$ cat src/rtl/core/sta_pkg.sv
// ----------------------------------------------------------------------------
// sta_pkg
// Shared constants for the sensor table moving average alarm: default
// sizes, field widths, register reset values and result status codes.
// ----------------------------------------------------------------------------
package sta_pkg;

    localparam int MAX_SENSORS_DEF = 16;
    localparam int WINDOW_DEF      = 5;

    localparam int DATA_W   = 16;
    localparam int STATUS_W = 3;

    localparam logic [DATA_W-1:0] MIN_TEMP_RST = 16'd2560;
    localparam logic [DATA_W-1:0] MAX_TEMP_RST = 16'd5120;

    typedef logic [STATUS_W-1:0] t_status;

    localparam t_status ST_NORMAL  = 3'd0;
    localparam t_status ST_COLD    = 3'd1;
    localparam t_status ST_HOT     = 3'd2;
    localparam t_status ST_UNKNOWN = 3'd3;
    localparam t_status ST_LOADED  = 3'd4;
    localparam t_status ST_FULL    = 3'd5;

    localparam logic FUNC_LOAD   = 1'b0;
    localparam logic FUNC_SAMPLE = 1'b1;

    localparam logic REG_MIN_TEMP = 1'b0;
    localparam logic REG_MAX_TEMP = 1'b1;

endpackage

$ cat src/rtl/core/sta_ram.sv
// ----------------------------------------------------------------------------
// sta_ram
// Simple dual port RAM: one write port, one read port with registered data.
// ----------------------------------------------------------------------------
module sta_ram #(
    parameter int WIDTH = sta_pkg::DATA_W,
    parameter int DEPTH = sta_pkg::MAX_SENSORS_DEF,
    parameter int AW    = (DEPTH > 1) ? $clog2(DEPTH) : 1
) (
    input  logic             i_clk,
    input  logic             i_we,
    input  logic [AW-1:0]    i_waddr,
    input  logic [WIDTH-1:0] i_wdata,
    input  logic [AW-1:0]    i_raddr,
    output logic [WIDTH-1:0] o_rdata
);

    logic [WIDTH-1:0] r_mem [DEPTH];
    logic [WIDTH-1:0] r_rdata;

    always_ff @(posedge i_clk) begin
        if (i_we) begin
            r_mem[i_waddr] <= i_wdata;
        end
        r_rdata <= r_mem[i_raddr];
    end

    assign o_rdata = r_rdata;

endmodule

$ cat src/rtl/core/sta_div.sv
// ----------------------------------------------------------------------------
// sta_div
// Division of an unsigned value by a fixed divisor through a multiply by the
// rounded-up reciprocal; o_done is registered and rises in the cycle after i_start.
// ----------------------------------------------------------------------------
module sta_div #(
    parameter int NW      = 20,
    parameter int DIVISOR = sta_pkg::WINDOW_DEF
) (
    input  logic          i_clk,
    input  logic          i_rst_n,
    input  logic          i_start,
    input  logic [NW-1:0] i_num,
    output logic [NW-1:0] o_quo,
    output logic          o_done
);

    localparam int     DL      = $clog2(DIVISOR);
    localparam int     SH      = NW + DL;
    localparam int     MW      = NW + 1;
    localparam int     PW      = NW + MW;
    localparam longint RECIP_L = ((longint'(1) << SH) + longint'(DIVISOR - 1))
                                 / longint'(DIVISOR);
    localparam logic [MW-1:0] RECIP = MW'(RECIP_L);

    logic [PW-1:0] r_prod;
    logic          r_done;
    logic [PW-1:0] w_prod;

    assign w_prod = PW'(i_num) * PW'(RECIP);

    always_ff @(posedge i_clk) begin
        if (!i_rst_n) begin
            r_done <= 1'b0;
        end else begin
            r_done <= i_start;
            if (i_start) begin
                r_prod <= w_prod;
            end
        end
    end

    assign o_quo  = NW'(r_prod[PW-1:SH]);
    assign o_done = r_done;

endmodule

$ cat src/rtl/core/sensor_table_moving_average_alarm.sv
// ----------------------------------------------------------------------------
// sensor_table_moving_average_alarm
// Per-sensor moving average of Q8.8 temperature samples with cold and hot
// alarms against two threshold registers.
// ----------------------------------------------------------------------------
// One word at a time: the block takes a word only when idle and gives one
// result word for it. A word first scans the sensor table, one RAM read
// and one compare per table entry passed, until a match or the end of the
// entries in use. A load then writes the entry and clears the sensor's
// window. A sample reads every window slot, adds all but the oldest into
// one accumulator, stores the new sample over the oldest and adds it, then
// divides the sum by WINDOW through a multiply by its reciprocal. A
// finished result sits in an output register, so the next word is taken
// while it waits; a second result stalls until the first one is taken.
// ----------------------------------------------------------------------------
module sensor_table_moving_average_alarm #(
    parameter int MAX_SENSORS = sta_pkg::MAX_SENSORS_DEF,
    parameter int WINDOW      = sta_pkg::WINDOW_DEF
) (
    input  logic        i_clk,
    input  logic        i_rst_n,
    // input word
    input  logic        i_s_tvalid,
    output logic        o_s_tready,
    input  logic [47:0] i_s_tdata,   // sensor_num[15:0], room_id[31:16], sample_value[47:32]
    input  logic        i_s_tuser,   // func
    // result word
    output logic        o_m_tvalid,
    input  logic        i_m_tready,
    output logic [47:0] o_m_tdata,   // sensor_out[15:0], room_out[31:16], average_out[47:32]
    output logic [2:0]  o_m_tuser,   // status
    // configuration
    input  logic        psel,
    input  logic        penable,
    input  logic        pwrite,
    input  logic [2:0]  paddr,
    input  logic [31:0] pwdata,
    output logic [31:0] prdata,
    output logic        pready
);

    localparam int DW  = sta_pkg::DATA_W;
    localparam int EIW = $clog2(MAX_SENSORS + 1);
    localparam int EAW = (MAX_SENSORS > 1) ? $clog2(MAX_SENSORS) : 1;
    localparam int FW  = $clog2(WINDOW + 1);
    localparam int SD  = MAX_SENSORS * WINDOW;
    localparam int SAW = (SD > 1) ? $clog2(SD) : 1;
    localparam int BW  = $clog2(SD + 1);
    localparam int SW  = DW + FW;
    localparam int EW  = 2 * DW + 2 * FW;

    typedef enum logic [3:0] {
        S_IDLE,
        S_LK_RD,
        S_LK_CMP,
        S_LOAD,
        S_CLR,
        S_SUM_RD,
        S_SUM_ACC,
        S_SUM_WR,
        S_DIV,
        S_DIV_WAIT,
        S_DONE
    } t_state;

    t_state               r_state;
    logic                 r_func;
    logic [DW-1:0]        r_id;
    logic [DW-1:0]        r_room;
    logic [DW-1:0]        r_sample;
    logic [EIW-1:0]       r_idx;
    logic [EIW-1:0]       r_used;
    logic [BW-1:0]        r_base;
    logic [FW-1:0]        r_k;
    logic [FW-1:0]        r_head;
    logic [FW-1:0]        r_fill;
    logic [DW-1:0]        r_ent_room;
    logic signed [SW-1:0] r_acc;
    sta_pkg::t_status     r_status;
    logic [DW-1:0]        r_res_room;
    logic [DW-1:0]        r_res_avg;
    logic                 r_out_valid;
    sta_pkg::t_status     r_out_status;
    logic [DW-1:0]        r_out_sensor;
    logic [DW-1:0]        r_out_room;
    logic [DW-1:0]        r_out_avg;
    logic [DW-1:0]        r_min_temp;
    logic [DW-1:0]        r_max_temp;

    logic                 w_ent_we;
    logic [EW-1:0]        w_ent_wdata;
    logic [EW-1:0]        w_ent_rdata;
    logic [DW-1:0]        w_ent_id;
    logic [DW-1:0]        w_ent_room;
    logic [FW-1:0]        w_ent_head;
    logic [FW-1:0]        w_ent_fill;
    logic                 w_smp_we;
    logic [BW-1:0]        w_smp_scan;
    logic [BW-1:0]        w_smp_oldest;
    logic [SAW-1:0]       w_smp_waddr;
    logic [DW-1:0]        w_smp_wdata;
    logic [DW-1:0]        w_smp_rdata;
    logic [FW-1:0]        w_head_nxt;
    logic [FW-1:0]        w_fill_nxt;
    logic                 w_last_k;
    logic                 w_div_start;
    logic [SW-1:0]        w_div_num;
    logic [SW-1:0]        w_div_quo;
    logic                 w_div_done;
    logic [SW-1:0]        w_avg_full;
    logic signed [DW-1:0] w_avg;
    logic                 w_out_free;
    logic                 w_cfg_wr;

    // ------------------------------------------------------------------
    // Table and window storage
    // ------------------------------------------------------------------
    assign w_ent_id   = w_ent_rdata[DW-1:0];
    assign w_ent_room = w_ent_rdata[2*DW-1:DW];
    assign w_ent_head = w_ent_rdata[2*DW+FW-1:2*DW];
    assign w_ent_fill = w_ent_rdata[EW-1:2*DW+FW];

    assign w_head_nxt = (r_head == FW'(WINDOW - 1)) ? '0 : r_head + FW'(1);
    assign w_fill_nxt = (r_fill < FW'(WINDOW)) ? r_fill + FW'(1) : r_fill;
    assign w_last_k   = (r_k == FW'(WINDOW - 1));

    assign w_ent_we    = (r_state == S_LOAD) || (r_state == S_SUM_WR);
    assign w_ent_wdata = (r_state == S_LOAD) ? {{(2*FW){1'b0}}, r_room, r_id}
                                             : {w_fill_nxt, w_head_nxt, r_ent_room, r_id};

    sta_ram #(
        .WIDTH (EW),
        .DEPTH (MAX_SENSORS),
        .AW    (EAW)
    ) u_ent_ram (
        .i_clk   (i_clk),
        .i_we    (w_ent_we),
        .i_waddr (r_idx[EAW-1:0]),
        .i_wdata (w_ent_wdata),
        .i_raddr (r_idx[EAW-1:0]),
        .o_rdata (w_ent_rdata)
    );

    assign w_smp_scan   = r_base + BW'(r_k);
    assign w_smp_oldest = r_base + BW'(r_head);
    assign w_smp_we     = (r_state == S_CLR) || (r_state == S_SUM_WR);
    assign w_smp_waddr  = (r_state == S_SUM_WR) ? w_smp_oldest[SAW-1:0]
                                                : w_smp_scan[SAW-1:0];
    assign w_smp_wdata  = (r_state == S_SUM_WR) ? r_sample : '0;

    sta_ram #(
        .WIDTH (DW),
        .DEPTH (SD),
        .AW    (SAW)
    ) u_smp_ram (
        .i_clk   (i_clk),
        .i_we    (w_smp_we),
        .i_waddr (w_smp_waddr),
        .i_wdata (w_smp_wdata),
        .i_raddr (w_smp_scan[SAW-1:0]),
        .o_rdata (w_smp_rdata)
    );

    // ------------------------------------------------------------------
    // Divide the window sum by WINDOW on its magnitude
    // ------------------------------------------------------------------
    assign w_div_start = (r_state == S_DIV);
    assign w_div_num   = r_acc[SW-1] ? SW'(-r_acc) : SW'(r_acc);

    sta_div #(
        .NW      (SW),
        .DIVISOR (WINDOW)
    ) u_div (
        .i_clk   (i_clk),
        .i_rst_n (i_rst_n),
        .i_start (w_div_start),
        .i_num   (w_div_num),
        .o_quo   (w_div_quo),
        .o_done  (w_div_done)
    );

    assign w_avg_full = r_acc[SW-1] ? (~w_div_quo + SW'(1)) : w_div_quo;
    assign w_avg      = $signed(w_avg_full[DW-1:0]);

    // ------------------------------------------------------------------
    // Sequencer
    // ------------------------------------------------------------------
    assign w_out_free = !r_out_valid || i_m_tready;

    always_ff @(posedge i_clk) begin
        if (!i_rst_n) begin
            r_state     <= S_IDLE;
            r_used      <= '0;
            r_out_valid <= 1'b0;
        end else begin
            if (r_out_valid && i_m_tready && (r_state != S_DONE)) begin
                r_out_valid <= 1'b0;
            end
            case (r_state)
                S_IDLE: begin
                    if (i_s_tvalid) begin
                        r_func   <= i_s_tuser;
                        r_id     <= i_s_tdata[15:0];
                        r_room   <= i_s_tdata[31:16];
                        r_sample <= i_s_tdata[47:32];
                        r_idx    <= '0;
                        r_base   <= '0;
                        r_state  <= S_LK_RD;
                    end
                end
                S_LK_RD: begin
                    if (r_idx == r_used) begin
                        r_res_room <= '0;
                        r_res_avg  <= '0;
                        if (r_func == sta_pkg::FUNC_SAMPLE) begin
                            r_status <= sta_pkg::ST_UNKNOWN;
                            r_state  <= S_DONE;
                        end else if (r_used == EIW'(MAX_SENSORS)) begin
                            r_status <= sta_pkg::ST_FULL;
                            r_state  <= S_DONE;
                        end else begin
                            r_used  <= r_used + EIW'(1);
                            r_state <= S_LOAD;
                        end
                    end else begin
                        r_state <= S_LK_CMP;
                    end
                end
                S_LK_CMP: begin
                    if (w_ent_id == r_id) begin
                        r_head     <= w_ent_head;
                        r_fill     <= w_ent_fill;
                        r_ent_room <= w_ent_room;
                        r_k        <= '0;
                        r_acc      <= '0;
                        r_state    <= (r_func == sta_pkg::FUNC_LOAD) ? S_LOAD : S_SUM_RD;
                    end else begin
                        r_idx   <= r_idx + EIW'(1);
                        r_base  <= r_base + BW'(WINDOW);
                        r_state <= S_LK_RD;
                    end
                end
                S_LOAD: begin
                    r_k     <= '0;
                    r_state <= S_CLR;
                end
                S_CLR: begin
                    if (w_last_k) begin
                        r_status   <= sta_pkg::ST_LOADED;
                        r_res_room <= r_room;
                        r_res_avg  <= '0;
                        r_state    <= S_DONE;
                    end else begin
                        r_k <= r_k + FW'(1);
                    end
                end
                S_SUM_RD: begin
                    r_state <= S_SUM_ACC;
                end
                S_SUM_ACC: begin
                    if (r_k != r_head) begin
                        r_acc <= r_acc + SW'($signed(w_smp_rdata));
                    end
                    if (w_last_k) begin
                        r_state <= S_SUM_WR;
                    end else begin
                        r_k     <= r_k + FW'(1);
                        r_state <= S_SUM_RD;
                    end
                end
                S_SUM_WR: begin
                    r_acc   <= r_acc + SW'($signed(r_sample));
                    r_fill  <= w_fill_nxt;
                    r_state <= S_DIV;
                end
                S_DIV: begin
                    r_state <= S_DIV_WAIT;
                end
                S_DIV_WAIT: begin
                    if (w_div_done) begin
                        r_res_room <= r_ent_room;
                        r_res_avg  <= w_avg;
                        if (r_fill < FW'(WINDOW)) begin
                            r_status <= sta_pkg::ST_NORMAL;
                        end else if (w_avg < $signed(r_min_temp)) begin
                            r_status <= sta_pkg::ST_COLD;
                        end else if (w_avg > $signed(r_max_temp)) begin
                            r_status <= sta_pkg::ST_HOT;
                        end else begin
                            r_status <= sta_pkg::ST_NORMAL;
                        end
                        r_state <= S_DONE;
                    end
                end
                S_DONE: begin
                    if (w_out_free) begin
                        r_out_valid  <= 1'b1;
                        r_out_status <= r_status;
                        r_out_sensor <= r_id;
                        r_out_room   <= r_res_room;
                        r_out_avg    <= r_res_avg;
                        r_state      <= S_IDLE;
                    end
                end
                default: begin
                    r_state <= S_IDLE;
                end
            endcase
        end
    end

    assign o_s_tready = (r_state == S_IDLE);
    assign o_m_tvalid = r_out_valid;
    assign o_m_tdata  = {r_out_avg, r_out_room, r_out_sensor};
    assign o_m_tuser  = r_out_status;

    // ------------------------------------------------------------------
    // Threshold registers
    // ------------------------------------------------------------------
    assign w_cfg_wr = psel && penable && pwrite;

    always_ff @(posedge i_clk) begin
        if (!i_rst_n) begin
            r_min_temp <= sta_pkg::MIN_TEMP_RST;
            r_max_temp <= sta_pkg::MAX_TEMP_RST;
        end else if (w_cfg_wr) begin
            if (paddr[2] == sta_pkg::REG_MIN_TEMP) begin
                r_min_temp <= pwdata[DW-1:0];
            end else begin
                r_max_temp <= pwdata[DW-1:0];
            end
        end
    end

    assign prdata = (paddr[2] == sta_pkg::REG_MAX_TEMP) ? {16'd0, r_max_temp}
                                                        : {16'd0, r_min_temp};
    assign pready = 1'b1;

    // ------------------------------------------------------------------
    // Checks
    // ------------------------------------------------------------------
    a_used_bound: assert property (@(posedge i_clk) disable iff (!i_rst_n)
        r_used <= EIW'(MAX_SENSORS))
        else $error("table fill count beyond table size");

    a_busy_after_accept: assert property (@(posedge i_clk) disable iff (!i_rst_n)
        (i_s_tvalid && o_s_tready) |=> !o_s_tready)
        else $error("input taken again before the word was processed");

    a_div_done_wait: assert property (@(posedge i_clk) disable iff (!i_rst_n)
        w_div_done |-> (r_state == S_DIV_WAIT))
        else $error("divider finished outside its wait state");

    a_load_status: assert property (@(posedge i_clk) disable iff (!i_rst_n)
        (r_state == S_DONE && r_func == sta_pkg::FUNC_LOAD)
            |-> (r_status == sta_pkg::ST_LOADED || r_status == sta_pkg::ST_FULL))
        else $error("load word finished with a sample status");

endmodule

$ cat config.mk
export PLATFORM = sky130hd
export DESIGN_NAME = sensor_table_moving_average_alarm
export DESIGN_NICKNAME = d
export VERILOG_FILES = /design/src/rtl/core/sta_pkg.sv /design/src/rtl/core/sta_ram.sv /design/src/rtl/core/sta_div.sv /design/src/rtl/core/sensor_table_moving_average_alarm.sv
export SDC_FILE = /design/constraint.sdc
export NUM_CORES = 2
export LEC_CHECK = 0
export BUFFER_PORTS_ARGS = -buffer_cell sky130_fd_sc_hd__buf_4
export CAP_MARGIN = 5
export CORE_MARGIN = 10
export CORE_UTILIZATION = 55
export CTS_CLUSTER_SIZE = 16
export DETAILED_ROUTE_END_ITERATION = 16
export GPL_TIMING_DRIVEN = 0
export PLACE_DENSITY = 0.7
export RECOVER_POWER = 50
export SLEW_MARGIN = 20
export SYNTH_ARGS = -nofsm -noshare
export SYNTH_HDL_FRONTEND = slang
export SYNTH_SLANG_ARGS = --single-unit
$ cat constraint.sdc
create_clock -name i_clk -period 9.9 [get_ports i_clk]
set_input_delay 2.475 -clock i_clk [delete_from_list [all_inputs] [get_ports i_clk]]
set_output_delay 2.475 -clock i_clk [all_outputs]
set_load 0.02 [all_outputs]
* Word-level counts from Yosys, hierarchy flattened *
Memories as Yosys holds them, arrays and structs flattened. A register that Yosys moved wholly into a read port is not among the register bits.
Index checks and enable logic that the tools add are counted.

storage, ports and cells
  memories kept = 2
  bits in read-only memories = 0
  bits in registers = 272
  RAM bits = 1888
  latch bits = 0

memory list
  name             words  width  read ports  clocked after Yosys merged registers in  write ports  RTL line       text
  u_smp_ram.r_mem  80     16     1           1                                        1            sta_ram.sv:18  logic [WIDTH-1:0] r_mem [DEPTH];
  u_ent_ram.r_mem  16     38     1           1                                        1            sta_ram.sv:18

operators by class
  reduce and logical (&&, ||, !) cells = 29
  shifts and indexed selects = 0
  bitwise logic cells = 4
  $mul = 1
  $lt $le $gt $ge = 3
  equality and inequality tests = 27
  divide/modulo/power cells = 0
  add/subtract/negate cells = 12
  muxes and demuxes = 56

operators with widths
  cell                                                                   count
  16-bit 2-to-1 mux                                                      8
  16-bit case mux with 3 select lines                                    2
  19-bit 2-to-1 mux                                                      3
  19-bit case mux with 3 select lines                                    1
  4-bit case mux with 11 select lines                                    1
  19-bit by 16-bit adder with 19-bit output                              2
  19-bit by 20-bit multiplier with 38-bit output, second input constant  1
  38-bit 2-to-1 mux                                                      1
  3-bit 2-to-1 mux                                                       12
  4-bit 2-to-1 mux                                                       7
  7-bit 2-to-1 mux                                                       3
  4-bit AND reduction                                                    5
  19-bit negator                                                         1
  3-bit case mux with 3 select lines                                     2
  16-bit by 1-bit adder with 16-bit output, second input constant        1
  16-bit == test                                                         1
  4-bit by 3-bit == test with 1-bit output, second input constant        4
  16-bit > comparator                                                    1
  16-bit less-than comparator                                            1
  2-bit != test, second input constant                                   8
  16-bit NOT                                                             1
  7-bit by 3-bit adder with 7-bit output                                 2
  7-bit case mux with 2 select lines                                     1
  4-bit == test, second input constant                                   3
  other kinds (30)                                                       60

* Longest topological paths before layout *
  word-level depth = 9
  mapped depth = 28
  mapped depth without buffers = 28

* By module *
A second synthesis with hierarchy kept.

unflattened totals
  cell total of the unflattened synthesis = 5112
  area, all modules = 91695.4 um^2

modules (own cells, without submodules)
  module                             seq. area each (um^2)  instances  cells each  area each (um^2)
  sta_ram at u_smp_ram               38757.2                1          2392        49837.8
  sta_ram at u_ent_ram               19018.2                1          989         23570.1
  sensor_table_moving_average_alarm  6576.3                 1          1094        12166.7
  sta_div                            530.5                  1          637         6120.9

* Worst setup path before layout *
No wires, ideal clock.

  path kind = register to register
  start = register r_acc[0]
  end = register u_div.r_prod[32] (data pin)
  stages on the path, launching flop included = 26
  arrival time = 6.219 ns
  path slack = 3.423 ns
  period minus slack after synthesis = 6.477 ns
  path buffers = 0
  cells stage by stage = edfxtp_1 inv_1 nand3_2 or3_4 o31ai_4 xor2_2 inv_1 ha_1 fa_1 inv_1 fa_1 inv_1 fa_1 fa_1 inv_1 fa_1 inv_1 ha_1 a21oi_1 o21ai_0 nor2_1 a21oi_1 a21oi_2 o31ai_2 a21oi_1 xnor2_1

between the ends
  word-level cells in the longest chain between the ends = 3

ends and longest elaborated chain
  what                                              RTL line                                  text
  from (decl)                                       sensor_table_moving_average_alarm.sv:78   logic signed [SW-1:0] r_acc;
  from (signal assigned)                            sensor_table_moving_average_alarm.sv:262  r_acc <= r_acc + SW'($signed(w_smp_rdata));
  from (signal assigned)                            sensor_table_moving_average_alarm.sv:272  r_acc <= r_acc + SW'($signed(r_sample));
  19-bit negator                                    sensor_table_moving_average_alarm.sv:168  assign w_div_num = r_acc[SW-1] ? SW'(-r_acc) : SW'(r_acc);
  19-bit 2-to-1 mux *                               sensor_table_moving_average_alarm.sv:168
  19-bit by 20-bit multiplier with 38-bit output *  sta_div.sv:30                             assign w_prod = PW'(i_num) * PW'(RECIP);
  named net u_div.w_prod[32]                        sta_div.sv:28                             logic [PW-1:0] w_prod;
  to (signal assigned)                              sta_div.sv:38                             r_prod <= w_prod;
  to (decl)                                         sta_div.sv:26                             logic [PW-1:0] r_prod;

Mark *: on every way through the listed nets, which the timed path passes. The rest lies on a longest branch.
A chain may end at the register's enable or synchronous reset.

* Worst setup path after layout *
  start = register r_state[1]
  end = register r_acc[17] (data pin)

between the ends
  word-level cells in the longest chain between the ends = 2
  elaborated cells between the ends (all ways) = 4

ends and longest elaborated chain
  what                                                                                                  RTL line                                  text
  from (decl)                                                                                           sensor_table_moving_average_alarm.sv:66   t_state r_state;
  from (signal assigned)                                                                                sensor_table_moving_average_alarm.sv:236  r_state <= (r_func == sta_pkg::FUNC_LOAD) ? S_LOAD : S_SUM_RD;
  4-bit by 3-bit == test with 1-bit output or 4-bit by 2-bit == test with 1-bit output (tied branches)  sensor_table_moving_average_alarm.sv:199  case (r_state)
  19-bit case mux with 3 select lines *                                                                 sensor_table_moving_average_alarm.sv:199

Every way passes the cells marked *; elsewhere a longest branch is shown, timed or not.

==> qor.yml <==
critical_path:
  path_max_fanout: 49
  cp.required_ns: 10.47
  cp-start-kind: "flop"
  crit_arrival_ns: 8.69
  startpoint: "r_state[1]"
  slowest_stage: "clkbuf_1"
  r2r-start: "r_state[1]"
  crit_family: "buffers and inverters"
  crit_type: "reg -> reg"
  cp-end-kind: "flop"
  worst_path_largest_cell_delay_ns: 2.18
  crit_path_frequent_cell: "clkbuf_1"
  critPathBufInv: 3
  crit_chain: "clkbuf_1 > nand2_1 > nor2_1 > clkbuf_1 > and2_0 > clkbuf_1 > a21o_1 > ha_1 > nand3_1 > o2111ai_1 > o211ai_1 > o21ai_1 > a221oi_1 > o21ai_1 > xnor2_1 > nor2_1"
placed_design:
  placed_cell_area_mm2: 0.0974
  hpwl_um: 147000
  io_buffer_count: 140
  gp_congestion: 0.939
cells_and_area:
  drive_above_1_share: 0.231
  final_common_cell: "edfxtp_1"
  fin_area_mm2: 0.104
  fin_util: 0.631
  final_nets: 5814
  final_cell_mix: "edfxtp_1 (2095), mux4_2 (510), nand2_1 (419)"
  syn2layout_area_growth_pct: 14.2
clocking:
  cts-buffers-inserted: 209
  hold_buffers: 0
  clk_pin_slew_ns: 0.07
  ctsRootBufferMaster: "clkbuf_16"
  clk_latency_ns: 0.85
  cts_setup_buffers: 0
  ctsResizeCount: 0
  tritoncts: "yes"
  cts_max_path_buffers: 3
  htree_levels: 4
  cts_num_sinks: 2192
synthesis:
  synth_ff_type: "edfxtp_1"
  yosys_warnings: 0
  syn_inst: 4909
  yosysUniqueCellTypes: 87
  synth_seq_cells: 2192
  syn_avg_cell_area_um2: 18.5
  synth_edf_count: 2095
  yosysSeqAreaShare: 0.713
  async_flop_share: 0
  netlist_area_mm2: 0.0909
timing:
  slew_viol_final: 1251
  worst_pin_slew_ns: 3.49
  fin_setup_tns_ns: 0
  rsz0062_at_grt: "no"
  relSlewSlack: -1.33
  fmax_ghz: 0.123
  finalClockSkew_ns: 0.0468
  fin_crit_sh: 0.820
  layout_min_cycle_time_ns: 8.11
  setup_violations: 0
  hold_viol: 0
outcome:
  outcome: "finished, violations left"
  violations: "capacitance limit, slew limit"
drt:
  vias_per_cell: 6.13
  post_drt_wl_per_cell_um: 27.9
  routed_wl_um: 218000
  dr_total_vias: 47700
  dr.pass1.iters: 8
  drt_iter0_markers: 5876
  ant_nets: 0
  drc: 0
floorplan:
  start_util: 0.552
  rows: 149
  die_w_um: 427
  die-area_mm2: 0.182
  io_pins: 177
  coreArea_mm2: 0.165
  die_h_um: 427
power:
  p_per_area_mw_per_mm2: 196
  p_leak_nw: 32.1
  ir_worst_vdd_v: 0.000170
  p_total_mw: 20.3
global_route:
  grt_overflow: 0
  grt_max_degree: 65
  grt_first_pass_wirelength_um: 320000
  grt_pass1_vias: 48500
  grtUsageTotal: 0.238
  antenna_found_initial: 4
hold_path:
  holdCritStartpoint: "u_ent_ram.o_rdata[24]"
  hold_path_class: "reg -> reg"
run:
  cap_violations: 28
[cells in the mapped netlist (33+ instances only)]
| library cell | instances | area, um2 |
|---|---|---|
| edfxtp_1 | 2095 | 62900 |
| mux4_2 | 510 | 11500 |
| nand2_1 | 422 | 1580 |
| inv_1 | 231 | 867 |
| ha_1 | 199 | 2490 |
| nor2_1 | 171 | 642 |
| nand3_1 | 168 | 841 |
| clkbuf_1 | 129 | 484 |
| fa_1 | 101 | 2020 |
| dfxtp_1 | 97 | 1940 |
| buf_2 | 70 | 350 |
| xnor2_1 | 64 | 561 |
| a21oi_1 | 55 | 275 |
| o21ai_0 | 51 | 255 |
| xor2_1 | 47 | 412 |
| and2_1 | 45 | 282 |
| a31oi_1 | 38 | 238 |
| a21o_1 | 37 | 278 |
| mux2i_1 | 35 | 350 |
| a21boi_0 | 33 | 248 |
[layout make-up]
type,count,area (um2)
tap,2189,2740
fill,11200,60800
antenna,2,5.00
timing repair buffer,288,2870
inverter,233,875
clock inverter,125,1360
sequential,2192,64900
buffer,225,1000
multi-input combinational,2274,24500
clock buffer,263,5580
[final timing paths]
kind,slack [ns],to,depth (start not counted)
setup / recovery,1.79,r_acc[17],16
hold / removal,0.39,r_ent_room[8],0
setup reg to reg,1.79,r_acc[17],16
hold reg to reg,0.39,r_ent_room[8],0
[kinds of logic (layout without fill, tap and decap cells)]
group,after synthesis,in the layout,synth area share
other cells,2,19,0.0000826
flops,2192,2192,0.713
xor+xnor,116,116,0.0116
compound gates,336,336,0.0254
fa+ha+maj,300,300,0.0496
simple gates,943,943,0.0468
mux,562,562,0.132
buf+inv,458,1134,0.0207
[metrics by stage]
| step | hold WS [ns] | std cells | setup WS [ns] |
|---|---|---|---|
| 2_1_floorplan | 0.386 | 4924 | 3.42 |
| 3_3_place_gp | 0.387 | 7253 | 1.42 |
| 3_5_place_dp | 0.389 | 7401 | 2.37 |
| 4_1_cts | 0.392 | 7789 | 2.37 |
| 5_1_grt | 0.398 | 7789 | 1.10 |
| 6_report | 0.392 | 7791 | 1.79 |
[power breakdown]
part	internal [mW]	switching, mW
Sequential	10.1	0.0451
Combinational	0.815	1.30
Clock	4.60	3.43
Total	15.5	4.78
[flip-flops by register name, summed over array words and instances, names as in the netlist, 7 cells and up]
register / cells
r_out_room: 16
r_acc: 19
u_div.r_prod: 16
r_sample: 16
u_smp_ram.o_rdata: 16
u_ent_ram.o_rdata: 38
r_room: 16
u_smp_ram.r_mem: 1280
r_base: 7
r_res_avg: 16
r_out_avg: 16
u_ent_ram.r_mem: 608
r_out_sensor: 16
r_max_temp: 16
r_res_room: 16
r_ent_room: 16
r_min_temp: 16
r_id: 16
[metal layers]
layer / vias up / track usage / wire length [um]
met4: 4 / 0.0792 / 8100
met1: 24600 / 0.335 / 86400
li1: 20300 / - / -
met3: 474 / 0.0577 / 20300
met2: 2311 / 0.370 / 103000
met5: - / 0 / 149
No activity file was read; power rests on OpenSTA's default activity.
